## src/hw/rtl/quadrature_encoder_bounded_value_macros.svh

```systemverilog
// Assertion macros shared by the quadrature encoder value block.
`ifndef QUADRATURE_ENCODER_BOUNDED_VALUE_MACROS_SVH
`define QUADRATURE_ENCODER_BOUNDED_VALUE_MACROS_SVH

// Check that a condition implies another in the same cycle.
`define QEBV_ASSERT_SAME(label, clk, rst_n, ante, cons) \
    label: assert property (@(posedge clk) disable iff (!(rst_n)) (ante) |-> (cons)) \
        else $error("qebv same-cycle check failed");

// Check that a condition implies another in the next cycle.
`define QEBV_ASSERT_NEXT(label, clk, rst_n, ante, cons) \
    label: assert property (@(posedge clk) disable iff (!(rst_n)) (ante) |=> (cons)) \
        else $error("qebv next-cycle check failed");

`endif

```

## src/hw/rtl/qebv_pkg.sv

```systemverilog
// Shared constants and types for the quadrature encoder value block.
package qebv_pkg;

    localparam int VALUE_WIDTH = 16;
    localparam int STEP_WIDTH  = 8;
    localparam int CFG_IDX_W   = 2;
    localparam int CFG_DATA_W  = VALUE_WIDTH;

    typedef logic signed [VALUE_WIDTH-1:0] t_value;
    typedef logic [STEP_WIDTH-1:0]         t_step;
    typedef logic signed [1:0]             t_detent;

    // Register indexes of the configuration port.
    typedef enum logic [CFG_IDX_W-1:0] {
        CFG_LOWER_LIMIT = 2'd0,
        CFG_UPPER_LIMIT = 2'd1,
        CFG_STEP_SIZE   = 2'd2,
        CFG_INPUT_LOCK  = 2'd3
    } t_cfg_idx;

    // Detent codes as they appear on the result channel.
    localparam t_detent DETENT_NONE = 2'sb00;
    localparam t_detent DETENT_UP   = 2'sb01;
    localparam t_detent DETENT_DOWN = 2'sb11;

    // Reset values of the registers.
    localparam t_value RST_LOWER_LIMIT = t_value'(0);
    localparam t_value RST_UPPER_LIMIT = t_value'(100);
    localparam t_step  RST_STEP_SIZE   = t_step'(1);

    // Detent report from the decoder to the value stage.
    typedef struct packed {
        logic up;
        logic down;
    } t_step_ctl;

endpackage

```

## src/hw/rtl/qebv_in_if.sv

```systemverilog
// Input channel: one pin sample and the value to adjust per beat.
interface qebv_in_if;
    import qebv_pkg::*;

    logic   valid;
    logic   ready;
    logic   pin_a;
    logic   pin_b;
    t_value present_value;

    modport source (output valid, output pin_a, output pin_b, output present_value,
                    input ready);
    modport sink   (input valid, input pin_a, input pin_b, input present_value,
                    output ready);
endinterface

```

## src/hw/rtl/qebv_out_if.sv

```systemverilog
// Result channel: adjusted value and detent per beat.
interface qebv_out_if;
    import qebv_pkg::*;

    logic    valid;
    logic    ready;
    t_value  adjusted_value;
    t_detent detent;

    modport source (output valid, output adjusted_value, output detent, input ready);
    modport sink   (input valid, input adjusted_value, input detent, output ready);
endinterface

```

## src/hw/rtl/qebv_decoder.sv

```systemverilog
// Quadrature phase decoder with sub-step accumulator and detent report.
module qebv_decoder (
    input  logic                i_clk,
    input  logic                i_rst_n,
    input  logic                i_advance,
    input  logic                i_lock,
    input  logic                i_pin_a,
    input  logic                i_pin_b,
    output qebv_pkg::t_step_ctl o_step
);
    import qebv_pkg::*;

    logic [1:0] r_prev_phase;
    logic [1:0] n_prev_phase;
    logic [1:0] r_substep;
    logic [1:0] n_substep;
    logic [1:0] w_phase;
    logic [1:0] w_diff;

    // Gray-decode the pins and compare with the last phase.
    assign w_phase = {i_pin_a, i_pin_a ^ i_pin_b};
    assign w_diff  = r_prev_phase - w_phase;

    always_comb begin
        n_prev_phase = r_prev_phase;
        n_substep    = r_substep;
        o_step       = '0;
        if (!i_lock && w_diff[0]) begin
            n_prev_phase = w_phase;
            if (w_diff[1]) begin
                o_step.up = (r_substep == 2'd3);
                n_substep = r_substep + 2'd1;
            end else begin
                o_step.down = (r_substep == 2'd0);
                n_substep   = r_substep - 2'd1;
            end
        end
    end

    // Advance state only when the sample moves on to the result register.
    always_ff @(posedge i_clk) begin
        if (!i_rst_n) begin
            r_prev_phase <= '0;
            r_substep    <= '0;
        end else if (i_advance) begin
            r_prev_phase <= n_prev_phase;
            r_substep    <= n_substep;
        end
    end
endmodule

```

## src/hw/rtl/quadrature_encoder_bounded_value.sv

```systemverilog
// Quadrature encoder decoder that steps a value by detents and clamps it to
// configurable limits. Each input beat (pin levels plus present value) gives
// exactly one result beat. The block takes one beat per cycle while the
// result side keeps taking beats: a beat is held in the input register,
// where phase decode, sub-step update and the wide add-and-clamp run, and
// then lands in the result register. While input_lock is set the value
// passes through with detent 0 and the decoder state holds. Write registers
// only while idle.
module quadrature_encoder_bounded_value (
    input  logic                         i_clk,
    input  logic                         i_rst_n,
    input  logic                         i_cfg_we,
    input  logic [qebv_pkg::CFG_IDX_W-1:0]  i_cfg_index,
    input  logic [qebv_pkg::CFG_DATA_W-1:0] i_cfg_data,
    qebv_in_if.sink                      i_in,
    qebv_out_if.source                   o_out
);
    import qebv_pkg::*;
    `include "quadrature_encoder_bounded_value_macros.svh"

    localparam int WIDE_W = VALUE_WIDTH + 2;
    typedef logic signed [WIDE_W-1:0] t_wide;

    t_value r_lower;
    t_value r_upper;
    t_step  r_step;
    logic   r_lock;

    logic   r_s1_valid;
    logic   r_s1_pin_a;
    logic   r_s1_pin_b;
    t_value r_s1_value;

    logic    r_out_valid;
    t_value  r_out_value;
    t_detent r_out_detent;

    logic      w_s1_advance;
    t_step_ctl w_step;
    t_wide     w_val;
    t_wide     w_lower;
    t_wide     w_upper;
    t_wide     n_val;
    t_detent   n_detent;

    // Write configuration registers.
    always_ff @(posedge i_clk) begin
        if (!i_rst_n) begin
            r_lower <= RST_LOWER_LIMIT;
            r_upper <= RST_UPPER_LIMIT;
            r_step  <= RST_STEP_SIZE;
            r_lock  <= 1'b0;
        end else if (i_cfg_we) begin
            case (t_cfg_idx'(i_cfg_index))
                CFG_LOWER_LIMIT: r_lower <= t_value'(i_cfg_data[VALUE_WIDTH-1:0]);
                CFG_UPPER_LIMIT: r_upper <= t_value'(i_cfg_data[VALUE_WIDTH-1:0]);
                CFG_STEP_SIZE:   r_step  <= i_cfg_data[STEP_WIDTH-1:0];
                CFG_INPUT_LOCK:  r_lock  <= i_cfg_data[0];
                default: ;
            endcase
        end
    end

    // Move a beat on when the result register is free or being drained.
    assign w_s1_advance = r_s1_valid && (!r_out_valid || o_out.ready);
    assign i_in.ready   = !r_s1_valid || w_s1_advance;

    // Capture the input beat.
    always_ff @(posedge i_clk) begin
        if (!i_rst_n) begin
            r_s1_valid <= 1'b0;
        end else if (i_in.ready) begin
            r_s1_valid <= i_in.valid;
        end
    end

    always_ff @(posedge i_clk) begin
        if (i_in.valid && i_in.ready) begin
            r_s1_pin_a <= i_in.pin_a;
            r_s1_pin_b <= i_in.pin_b;
            r_s1_value <= i_in.present_value;
        end
    end

    qebv_decoder u_decoder (
        .i_clk     (i_clk),
        .i_rst_n   (i_rst_n),
        .i_advance (w_s1_advance),
        .i_lock    (r_lock),
        .i_pin_a   (r_s1_pin_a),
        .i_pin_b   (r_s1_pin_b),
        .o_step    (w_step)
    );

    // Step and clamp in wide arithmetic so the value saturates.
    assign w_val   = t_wide'(r_s1_value);
    assign w_lower = t_wide'(r_lower);
    assign w_upper = t_wide'(r_upper);

    always_comb begin
        n_val    = w_val;
        n_detent = DETENT_NONE;
        if (w_step.down) begin
            n_detent = DETENT_DOWN;
            if (w_val > w_lower) begin
                n_val = w_val - t_wide'({1'b0, r_step});
            end
            if (n_val < w_lower) begin
                n_val = w_lower;
            end
        end else if (w_step.up) begin
            n_detent = DETENT_UP;
            if (w_val < w_upper) begin
                n_val = w_val + t_wide'({1'b0, r_step});
            end
            if (n_val > w_upper) begin
                n_val = w_upper;
            end
        end
    end

    // Hold the result until the sink takes the beat.
    always_ff @(posedge i_clk) begin
        if (!i_rst_n) begin
            r_out_valid <= 1'b0;
        end else if (!r_out_valid || o_out.ready) begin
            r_out_valid <= r_s1_valid;
        end
    end

    always_ff @(posedge i_clk) begin
        if (w_s1_advance) begin
            r_out_value  <= n_val[VALUE_WIDTH-1:0];
            r_out_detent <= n_detent;
        end
    end

    assign o_out.valid          = r_out_valid;
    assign o_out.adjusted_value = r_out_value;
    assign o_out.detent         = r_out_detent;

    // Lock blocks any detent, a stalled beat stays put, and a busy input
    // register is the only reason to refuse a beat.
    `QEBV_ASSERT_SAME(a_lock_no_detent, i_clk, i_rst_n, r_lock, w_step == '0)
    `QEBV_ASSERT_SAME(a_one_direction, i_clk, i_rst_n, 1'b1, !(w_step.up && w_step.down))
    `QEBV_ASSERT_NEXT(a_s1_holds, i_clk, i_rst_n, r_s1_valid && !w_s1_advance, r_s1_valid)
    `QEBV_ASSERT_SAME(a_ready_busy, i_clk, i_rst_n, !i_in.ready, r_s1_valid && r_out_valid)
endmodule

```

## src/flat_wrapper.sv

```systemverilog
// flat-port wrapper written by rule: the top's interface ports become plain ports
module quadrature_encoder_bounded_value_flat import qebv_pkg::*;
  (i_clk, i_rst_n, i_cfg_we, i_cfg_index, i_cfg_data, i_in_valid, i_in_pin_a, i_in_pin_b, i_in_present_value, i_in_ready, o_out_valid, o_out_adjusted_value, o_out_detent, o_out_ready);
  qebv_in_if i_in_i ();
  qebv_out_if o_out_i ();
  input  logic i_clk;
  input  logic i_rst_n;
  input  logic i_cfg_we;
  input  logic [qebv_pkg::CFG_IDX_W-1:0] i_cfg_index;
  input  logic [qebv_pkg::CFG_DATA_W-1:0] i_cfg_data;
  input wire logic [$bits(i_in_i.valid)-1:0] i_in_valid;
  input wire logic [$bits(i_in_i.pin_a)-1:0] i_in_pin_a;
  input wire logic [$bits(i_in_i.pin_b)-1:0] i_in_pin_b;
  input wire logic [$bits(i_in_i.present_value)-1:0] i_in_present_value;
  output wire logic [$bits(i_in_i.ready)-1:0] i_in_ready;
  output wire logic [$bits(o_out_i.valid)-1:0] o_out_valid;
  output wire logic [$bits(o_out_i.adjusted_value)-1:0] o_out_adjusted_value;
  output wire logic [$bits(o_out_i.detent)-1:0] o_out_detent;
  input wire logic [$bits(o_out_i.ready)-1:0] o_out_ready;
  assign i_in_i.valid = i_in_valid;
  assign i_in_i.pin_a = i_in_pin_a;
  assign i_in_i.pin_b = i_in_pin_b;
  assign i_in_i.present_value = i_in_present_value;
  assign i_in_ready = i_in_i.ready;
  assign o_out_valid = o_out_i.valid;
  assign o_out_adjusted_value = o_out_i.adjusted_value;
  assign o_out_detent = o_out_i.detent;
  assign o_out_i.ready = o_out_ready;
  quadrature_encoder_bounded_value u_core (.i_clk(i_clk), .i_rst_n(i_rst_n), .i_cfg_we(i_cfg_we), .i_cfg_index(i_cfg_index), .i_cfg_data(i_cfg_data), .i_in(i_in_i), .o_out(o_out_i));
endmodule
```

## config.mk

```make
export PLATFORM = sky130hd
export DESIGN_NAME = quadrature_encoder_bounded_value_flat
export DESIGN_NICKNAME = d
export VERILOG_FILES = /design/src/hw/rtl/qebv_pkg.sv /design/src/hw/rtl/qebv_in_if.sv /design/src/hw/rtl/qebv_out_if.sv /design/src/hw/rtl/qebv_decoder.sv /design/src/hw/rtl/quadrature_encoder_bounded_value.sv /design/src/flat_wrapper.sv
export VERILOG_INCLUDE_DIRS = /design/src /design/src/hw/rtl
export SDC_FILE = /design/constraint.sdc
export NUM_CORES = 1
export LEC_CHECK = 0
export BUFFER_PORTS_ARGS = -buffer_cell sky130_fd_sc_hd__buf_2
export CORE_ASPECT_RATIO = 1.4
export CORE_MARGIN = 2
export CORE_UTILIZATION = 25
export DETAILED_ROUTE_END_ITERATION = 12
export PLACE_DENSITY_LB_ADDON = 0.08
export SYNTH_ARGS = -nofsm -noshare
export SYNTH_HDL_FRONTEND = slang
export SYNTH_SLANG_ARGS = --single-unit
```

## constraint.sdc

```tcl
create_clock -name i_clk -period 5 [get_ports i_clk]
set_input_delay 0.25 -clock i_clk [delete_from_list [all_inputs] [get_ports i_clk]]
set_output_delay 0.25 -clock i_clk [all_outputs]
set_load 0.02 [all_outputs]
```

==> results.json, run 1 <==
{
  "cts_made_buffers": 9,
  "gp_congestion": 0.881,
  "slew_headroom_pct": 18.5,
  "synth-compound-area-share_pct": 21.1,
  "groute.layer.met1.usage_pct": 24.2,
  "drtPass1Iterations": 4,
  "async_flop_share_pct": 0,
  "placed_area_mm2": 0.00790,
  "die_w_um": 139,
  "dr.first_iter.drc_count": 266,
  "start_kind": "register",
  "synth_top_family_by_area": "compound AO/OA/AOI/OAI gates",
  "synth_area_mm2": 0.00641,
  "ys_ff_latch": 83,
  "syn_inst": 745,
  "ir_worst_vdd_mv": 0.172,
  "layout_common_cells": "buf_4 (138), nand2_1 (125), ha_1 (77)",
  "die_y_um": 193,
  "synthAdderAreaFrac_pct": 16.4,
  "cp-startpoint": "u_core.r_s1_value[4]",
  "fillers": 2650,
  "drc": 0,
  "worstMarginPinSlew_ns": 1.22,
  "power_mw": 2.23,
  "top_usage_layer": "met2",
  "hold_start": "i_in_pin_a",
  "fmaxAchievable_ghz": 0.205,
  "status": "complete, no violations",
  "crit_required_ns": 5.11,
  "synthFlopType": "dfxtp_1",
  "final.setup.tns_ns": 0,
  "final_layout_size_suffix_gt1_share_pct": 29.7,
  "slew_violations": 0,
  "num_io_pins": 61,
  "yosysSeqAreaShare_pct": 31.6,
  "detailed_place_hpwl_mm": 20.9,
  "area_growth_pct": 34.7,
  "grt_overflow": 0,
  "rows": 69,
  "routed_wirelength_mm": 25.5,
  "multi_input_area_mm2": 0.00428,
  "critical_path_class": "reg -> reg",
  "clkTransAtPathRegs_ns": 0.07,
  "cts_tree": "built",
  "cts_buffer_depth": 2,
  "final_antenna_net_count": 0,
  "clock_sinks": 83,
  "layout.nets": 1052,
  "grt_use_total_pct": 18.7,
  "dieArea_mm2": 0.0269,
  "r2r-start": "u_core.r_s1_value[4]",
  "cts_root_buf": "clkbuf_16",
  "cap_violations": 0,
  "layout_commonest_cell": "buf_4",
  "crit_arrival_ns": 5.00,
  "synth_warnings": 0,
  "fin_skew_ns": 0.0120,
  "drt-wirelength-per-cell_um": 20.3,
  "synth_edf_count": 36,
  "antenna_found_initial": 0,
  "initial_core_util_pct": 25.3,
  "synth.distinct_cells": 74,
  "met2_usage_pct": 30.5,
  "grt_max_degree": 48,
  "grt_pass1_vias": 6389,
  "setup_viol": 0,
  "critPathMaxFanout": 11,
  "insertion_delay_ns": 0.37,
  "synth_mux_area_share_pct": 1.86,
  "portBuffers": 60,
  "hp-class": "in -> reg",
  "power.leakage_nw": 3.51,
  "design_area_mm2": 0.00863,
  "synthSimpleGateAreaFrac_pct": 20.0,
  "diodes": 0,
  "fin_crit_sh_pct": 97.8,
  "grt_setup_unrepaired": "yes",
  "htree_levels": 3,
  "pwr_density_cell_mw_per_mm2": 258,
  "ff_latch_area_mm2": 0.00202,
  "coreArea_mm2": 0.0253,
  "grt_pass1_wl_mm": 37.9,
  "finalHoldViolCount": 0,
  "synth_xor_area_share_pct": 3.28,
  "routed_via_density": 4.90,
  "period_minus_slack_ns": 4.89,
  "num_vias": 6129,
  "worstSetupEndpointType": "register",
  "grtUsageMet3_pct": 2.65,
  "syn_area_per_cell_um2": 8.60,
  "syn-num-nets": 869
}
==> flip-flops by register name (all words and copies together) (netlist names) <==
| register | flops |
|---|---|
| u_core.r_s1_pin_a | 1 |
| u_core.r_lock | 1 |
| u_core.r_step | 8 |
| u_core.r_lower | 16 |
| u_core.u_decoder.r_substep | 2 |
| u_core.u_decoder.r_prev_phase | 2 |
| u_core.r_s1_value | 16 |
| u_core.r_upper | 16 |
| u_core.o_out.adjusted_value | 16 |
| u_core.r_s1_pin_b | 1 |
| u_core.o_out.valid | 1 |
| u_core.o_out.detent | 2 |
| u_core.r_s1_valid | 1 |
==> metrics by stage <==
step,std cells,hold WS [ns],util (%),setup slack [ns]
after floorplan,745,0.349,-,0.339
after detailed placement,1220,0.428,31.2,-0.629
final,1252,0.0559,34.1,0.112
after CTS,1237,0.0440,32.9,-0.00232
after global routing,1252,0.0508,34.1,-0.0404
after global placement,1220,0.427,31.2,-0.619
==> cell type report <==
type / instances / share of cell area, %
tap: 319 / 4.62
clock inverter: 5 / 0.725
multi-input combinational: 575 / 49.5
sequential: 83 / 23.4
timing repair buffer: 202 / 16.1
clock buffer: 11 / 3.06
inverter: 57 / 2.48
==> final timing paths <==
path	endpoint	cells past startpoint	slack [ns]
worst max register to register	u_core.o_out.adjusted_value[10]	18	0.11
worst min-delay path	u_core.r_s1_pin_a	1	0.06
worst min register to register	u_core.r_upper[11]	2	0.47
worst max-delay path	u_core.o_out.adjusted_value[10]	18	0.11
==> where the power goes <==
part / total (mW) / leakage (nW) / internal (mW) / switching, mW
Clock: 0.765 / 0.163 / 0.438 / 0.327
Combinational: 0.687 / 2.62 / 0.300 / 0.387
Sequential: 0.774 / 0.729 / 0.754 / 0.0206
Total: 2.23 / 3.51 / 1.49 / 0.734
==> critical path: stages (launching register included) <==
cell and delay (ns):
edfxtp_1 0.47, buf_4 0.18, ha_1 0.26, nand4_1 0.28, or4_1 0.52, a32oi_2 0.26
buf_4 0.18, buf_8 0.14, mux2_2 0.36, ha_1 0.29, a21oi_1 0.16, o21ai_0 0.10
a211o_1 0.33, o22a_1 0.25, buf_4 0.17, buf_4 0.15, a22oi_2 0.18, o2bb2ai_1 0.09
a221o_1 0.27
==> kinds of logic after synthesis <==
kind of cell | count (synthesis)
adders and majority gates | 83
xor gates and xnor gates | 24
and+or+nand+nor | 266
AOI/OAI and AO/OA | 191
DFF | 83
muxes | 11
buffers and inverters | 87
==> Yosys cell counts (5+ instances only) <==
cell      number  share of area (%)
nand2_1      125                7.3
ha_1          81                 16
inv_1         56                3.3
dfxtp_1       47                 15
a21boi_0      38                4.5
edfxtp_1      36                 17
a21oi_1       34                2.7
nor2_1        29                1.7
o21ai_0       25                2.0
clkbuf_1      20                1.2
nor3_1        19                1.5
nand3_1       18                1.4
xnor2_1       17                2.3
a221o_1       15                2.3
nor2b_1       12                1.2
nand4_1        9               0.88
o21a_1         9                1.1
or3_1          9               0.88
a211oi_1       7               0.82
nor4_1         7               0.68
o211ai_1       7               0.82
xor2_1         7               0.96
a21o_1         6               0.70
o31ai_1        6               0.70
a22oi_1        5               0.59
and2_1         5               0.49
nand2b_1       5               0.49
o21ai_1        5               0.39
==> per-layer routing <==
metal / up-vias / routed length [um]
li1: 3063 / -
met3: 35 / 854
met4: 0 / 1060
met5: - / 0
met2: 131 / 11900
met1: 2900 / 11700
==> repair_timing <==
| action | CTS | global route |
|---|---|---|
| setup buffers | 1 | 14 |
| pin swaps | 3 | 19 |
| gates resized for setup | 23 | 43 |
| gates cloned | 0 | 1 |
| endpoints found under the setup margin | 16 | 16 |
| hold buffers | 0 | 0 |
Note: power is estimated with default switching activity, not from simulation.
==> inputs of run 2 (changes only) <==
--- a/config.mk
+++ b/config.mk
@@ -6,11 +6,11 @@
 export SDC_FILE = /design/constraint.sdc
 export NUM_CORES = 1
 export LEC_CHECK = 0
-export BUFFER_PORTS_ARGS = -buffer_cell sky130_fd_sc_hd__buf_2
 export CORE_ASPECT_RATIO = 1.4
 export CORE_MARGIN = 2
 export CORE_UTILIZATION = 25
 export DETAILED_ROUTE_END_ITERATION = 12
+export DONT_BUFFER_PORTS = 1
 export PLACE_DENSITY_LB_ADDON = 0.08
 export SYNTH_ARGS = -nofsm -noshare
 export SYNTH_HDL_FRONTEND = slang
==> results.json, run 2 (same netlist as run 1, synthesis figures left out) <==
{
  "status": "complete, no violations",
  "ff_latch_area_mm2": 0.00202,
  "setup_viol": 0,
  "cts_root_buf": "clkbuf_16",
  "start_kind": "register",
  "grt_overflow": 0,
  "slew_violations": 0,
  "fin_crit_sh_pct": 98.1,
  "hp-class": "in -> reg",
  "worstMarginPinSlew_ns": 1.12,
  "dr.first_iter.drc_count": 272,
  "final_layout_size_suffix_gt1_share_pct": 28.8,
  "insertion_delay_ns": 0.36,
  "period_minus_slack_ns": 4.91,
  "initial_core_util_pct": 25.3,
  "whs_ns": 0.0207,
  "clock_sinks": 83,
  "die_w_um": 139,
  "placed_area_mm2": 0.00780,
  "layout_commonest_cell": "buf_4",
  "grt_setup_unrepaired": "yes",
  "die_y_um": 193,
  "dieArea_mm2": 0.0269,
  "drtPass1Iterations": 5,
  "fmaxAchievable_ghz": 0.204,
  "layout.nets": 1042,
  "detailed_place_hpwl_mm": 20.7,
  "layout_common_cells": "buf_4 (161), nand2_1 (124), ha_1 (68)",
  "crit_required_ns": 5.08,
  "num_vias": 6119,
  "portBuffers": 0,
  "diodes": 0,
  "final_util_pct": 35.6,
  "grt_pass1_wl_mm": 37.1,
  "fillers": 2589,
  "routed_wirelength_mm": 25.2,
  "hold_start": "i_rst_n",
  "drt-wirelength-per-cell_um": 20.3,
  "drc": 0,
  "cap_violations": 0,
  "power.leakage_nw": 3.53,
  "slew_headroom_pct": 24.8,
  "grt_max_degree": 44,
  "final_antenna_net_count": 0,
  "antenna_found_initial": 0,
  "cp-startpoint": "u_core.r_s1_value[15]",
  "design_area_mm2": 0.00900,
  "gp_congestion": 0.877,
  "cts_made_buffers": 9,
  "worstSetupEndpointType": "register",
  "pwr_density_cell_mw_per_mm2": 238,
  "final.setup.tns_ns": 0,
  "routed_via_density": 4.93,
  "finalHoldViolCount": 0,
  "coreArea_mm2": 0.0253,
  "cts_tree": "built",
  "critical_path_class": "reg -> reg",
  "clkTransAtPathRegs_ns": 0.07,
  "crit_arrival_ns": 4.99,
  "ir_worst_vdd_mv": 0.171,
  "critPathMaxFanout": 6,
  "htree_levels": 3,
  "area_growth_pct": 40.5,
  "grt_pass1_vias": 6088,
  "num_io_pins": 61,
  "rows": 69,
  "cts_buffer_depth": 2,
  "grt_use_total_pct": 18.3,
  "multi_input_area_mm2": 0.00452,
  "fin_skew_ns": 0.00766,
  "r2r-start": "u_core.r_s1_value[15]"
}
==> run 2: cell count changes in the layout (fill, tap and decap cells not counted), moves of 6 or more <==
cell and delta:
buf_6 +6, dlygate4sd3_1 +19, buf_4 +23, ha_1 -9
buf_2 -60, ha_4 +9
==> run 2: where the power goes <==
| part | switching, mW | leakage, nW | internal (mW) | total [mW] |
|---|---|---|---|---|
| Sequential | 0.0390 | 0.729 | 0.755 | 0.794 |
| Clock | 0.295 | 0.137 | 0.351 | 0.646 |
| Combinational | 0.369 | 2.67 | 0.335 | 0.704 |
==> run 2: layout make-up <==
class	instances	share of cell area, %
Clock buffer	12	2.74
Sequential cell	83	22.5
Timing Repair Buffer	192	17.5
Clock inverter	4	0.306
Multi-Input combinational cell	575	50.2
Tap cell	319	4.43
Inverter	57	2.38
==> run 2: final timing paths <==
check | slack [ns] | end | cells after the start
hold / removal | 0.02 | u_core.r_lock | 1
setup / recovery | 0.09 | u_core.o_out.adjusted_value[11] | 22
hold reg to reg | 0.46 | u_core.r_upper[3] | 2
setup reg to reg | 0.09 | u_core.o_out.adjusted_value[11] | 22
==> run 2: worst max-delay path, stage by stage, from the launching register on <==
cell	delay, ns
edfxtp_1	0.44
ha_1	0.34
buf_4	0.17
a21oi_1	0.14
o21ai_1	0.16
a21o_1	0.24
nor4_4	0.33
nor2_4	0.12
buf_12	0.16
nor3_4	0.22
xnor2_2	0.14
inv_1	0.09
ha_4	0.27
nand4_1	0.14
nor2_4	0.22
o2111ai_2	0.16
and4_1	0.25
buf_4	0.16
a211oi_4	0.33
o31ai_4	0.13
buf_4	0.17
o211ai_1	0.08
o211ai_1	0.15
==> run 2: repair_timing <==
item	4_1_cts	5_1_grt
hold buffers	19	0
hold endpoints to repair	23	0
setup endpoints to repair	16	16
gates cloned	0	2
setup buffers	7	15
pin swaps	6	28
resized for setup	22	78
==> run 2: routing by layer <==
metal  global-route usage, %  wire [um]
met1                    23.4      11200
met2                    30.4      11900
met3                    3.42       1220
met4                    7.11        797
met5                       0          0
==> run 2: through the flow <==
step                std cells  setup slack, ns  power, mW
floorplan                 745            0.339       1.15
global placement         1184           -0.382       1.40
detailed placement       1184           -0.544       1.40
CTS                      1226          0.00242       2.09
global route             1242          -0.0969       2.25
finish                   1242           0.0926       2.14
==> inputs of run 3 (changes only) <==
--- a/config.mk
+++ b/config.mk
@@ -6,6 +6,8 @@
 export SDC_FILE = /design/constraint.sdc
 export NUM_CORES = 1
 export LEC_CHECK = 0
+export CELL_PAD_IN_SITES_DETAIL_PLACEMENT = 0
+export CELL_PAD_IN_SITES_GLOBAL_PLACEMENT = 2
 export CORE_ASPECT_RATIO = 1.4
 export CORE_MARGIN = 2
 export CORE_UTILIZATION = 25
==> results.json, run 3 (same netlist as run 1, synthesis figures left out) <==
{
  "crit_arrival_ns": 5.04,
  "grt_use_total_pct": 20.7,
  "crit_required_ns": 5.10,
  "layout.nets": 1029,
  "pwr-share-comb_pct": 33.7,
  "routed_via_density": 5.02,
  "drtPass1Iterations": 5,
  "initial_core_util_pct": 25.3,
  "fin_crit_sh_pct": 98.9,
  "wl_met1_mm": 10.9,
  "final_util_pct": 35.7,
  "pwr_density_cell_mw_per_mm2": 243,
  "coreArea_mm2": 0.0253,
  "finalHoldViolCount": 0,
  "insertion_delay_ns": 0.36,
  "fin_skew_ns": 0.0128,
  "htree_levels": 3,
  "routed_wirelength_mm": 28.3,
  "finalNonFillerCells": 1229,
  "wl_met3_um": 873,
  "detailed_place_hpwl_mm": 22.5,
  "grt_pass1_wl_mm": 40.6,
  "power_frac_clock_pct": 30.1,
  "grt_pass1_vias": 6264,
  "reg2reg_to": "u_core.o_out.adjusted_value[1]",
  "slew_violations": 0,
  "die_y_um": 193,
  "dieArea_mm2": 0.0269,
  "intPower_mw": 1.46,
  "cp-startpoint": "u_core.r_s1_value[14]",
  "ff_latch_area_mm2": 0.00202,
  "cap_violations": 0,
  "diodes": 0,
  "worstSetupEndpointType": "register",
  "multi_input_area_mm2": 0.00464,
  "top_layer_used": "met4",
  "p_sw_mw": 0.736,
  "grt_setup_unrepaired": "yes",
  "whs_ns": 0.0163,
  "area_growth_pct": 40.8,
  "power.leakage_nw": 3.48,
  "status": "complete, no violations",
  "cts_root_buf": "clkbuf_16",
  "grt_max_degree": 45,
  "critical_path_class": "reg -> reg",
  "hp-class": "in -> reg",
  "clkTransAtPathRegs_ns": 0.07,
  "fin_ws_ns": 0.0545,
  "final_antenna_net_count": 0,
  "power_mw": 2.19,
  "gp_congestion": 0.866,
  "clock_sinks": 83,
  "dr.first_iter.drc_count": 322,
  "die_w_um": 139,
  "critPathMaxFanout": 7,
  "crit_end": "u_core.o_out.adjusted_value[1]",
  "period_minus_slack_ns": 4.95,
  "ir_worst_vdd_mv": 0.175,
  "power.share.sequential_pct": 36.2,
  "layout_commonest_cell": "buf_4",
  "cts_made_buffers": 9,
  "r2r-start": "u_core.r_s1_value[14]",
  "layout_common_cells": "buf_4 (141), nand2_1 (121), ha_1 (65)",
  "drt-wirelength-per-cell_um": 23.0,
  "rows": 69,
  "antenna_found_initial": 0,
  "fmaxAchievable_ghz": 0.202,
  "switching_share_pct": 33.5,
  "num_io_pins": 61,
  "cts_tree": "built",
  "fillers": 2607,
  "dp.cells": 1170,
  "wl_met2_mm": 15.8,
  "num_vias": 6168,
  "setup_viol": 0,
  "drc": 0,
  "final_layout_size_suffix_gt1_share_pct": 29.6,
  "grt_overflow": 0,
  "portBuffers": 0,
  "slew_headroom_pct": 25.4,
  "place_ws_ns": -0.477,
  "r2r_cells": 19,
  "cts_buffer_depth": 2,
  "start_kind": "register",
  "reg2reg_slack_ns": 0.05,
  "worstMarginPinSlew_ns": 1.12
}
[run 3: power by group through the flow]
| stage | clock, mW | combinational [mW] | sequential, mW |
|---|---|---|---|
| global route | 0.705 | 0.803 | 0.799 |
| finish | 0.660 | 0.739 | 0.794 |
| global placement | 0 | 0.592 | 0.809 |
| detailed placement | 0 | 0.595 | 0.810 |
| CTS | 0.682 | 0.642 | 0.795 |
| floorplan | 0 | 0.342 | 0.807 |
[run 3: metrics by stage]
step / TNS, ns / area (um^2)
after floorplan: 0 / 6410
after CTS: 0 / 8330
after global routing: -0.926 / 9020
after global placement: -5.67 / 7670
final: 0 / 9020
after detailed placement: -6.42 / 7670
[run 3: timing repair]
action	in CTS	in global routing
endpoints found under the setup margin	16	16
endpoints found under the hold margin	22	0
hold buffers	20	0
pin swaps	13	37
buffers inserted	3	19
cloned	1	1
gates resized for setup	37	93
[run 3: worst min path at each step]
stage	from	endpoint	depth (start not counted)
5_1_grt	i_rst_n	u_core.o_out.valid	1
3_3_place_gp	i_rst_n	u_core.r_step[0]	1
3_5_place_dp	i_rst_n	u_core.r_step[0]	1
6_report	i_cfg_data[0]	u_core.r_step[0]	2
2_1_floorplan	i_in_pin_a	u_core.r_s1_pin_a	0
4_1_cts	i_cfg_data[0]	u_core.r_step[0]	2
[run 3: area by class of cell]
cell class	instances	share of cell area, %
clock buffer	16	3.01
inverter	57	2.37
multi-input combinational	576	51.5
sequential	83	22.4
tap	319	4.43
timing repair buffer	178	16.3
[run 3: critical path, stage by stage, from the launching register on]
cell	delay, ns
edfxtp_1	0.40
buf_6	0.17
ha_4	0.26
nand4_1	0.20
nor4_2	0.36
a21boi_2	0.26
buf_4	0.14
o311a_4	0.21
or2_4	0.18
mux2_1	0.38
ha_1	0.32
a21oi_1	0.19
o221ai_2	0.14
o2111ai_2	0.09
and4_4	0.28
nand2_2	0.06
or3_4	0.37
and2_4	0.16
buf_8	0.14
a221o_1	0.34
[run 3: routing by layer]
metal	up-vias	global-route usage [%]
li1	3019	-
met1	2981	22.0
met2	126	40.5
met3	42	3.17
met4	0	7.33
met5	-	0
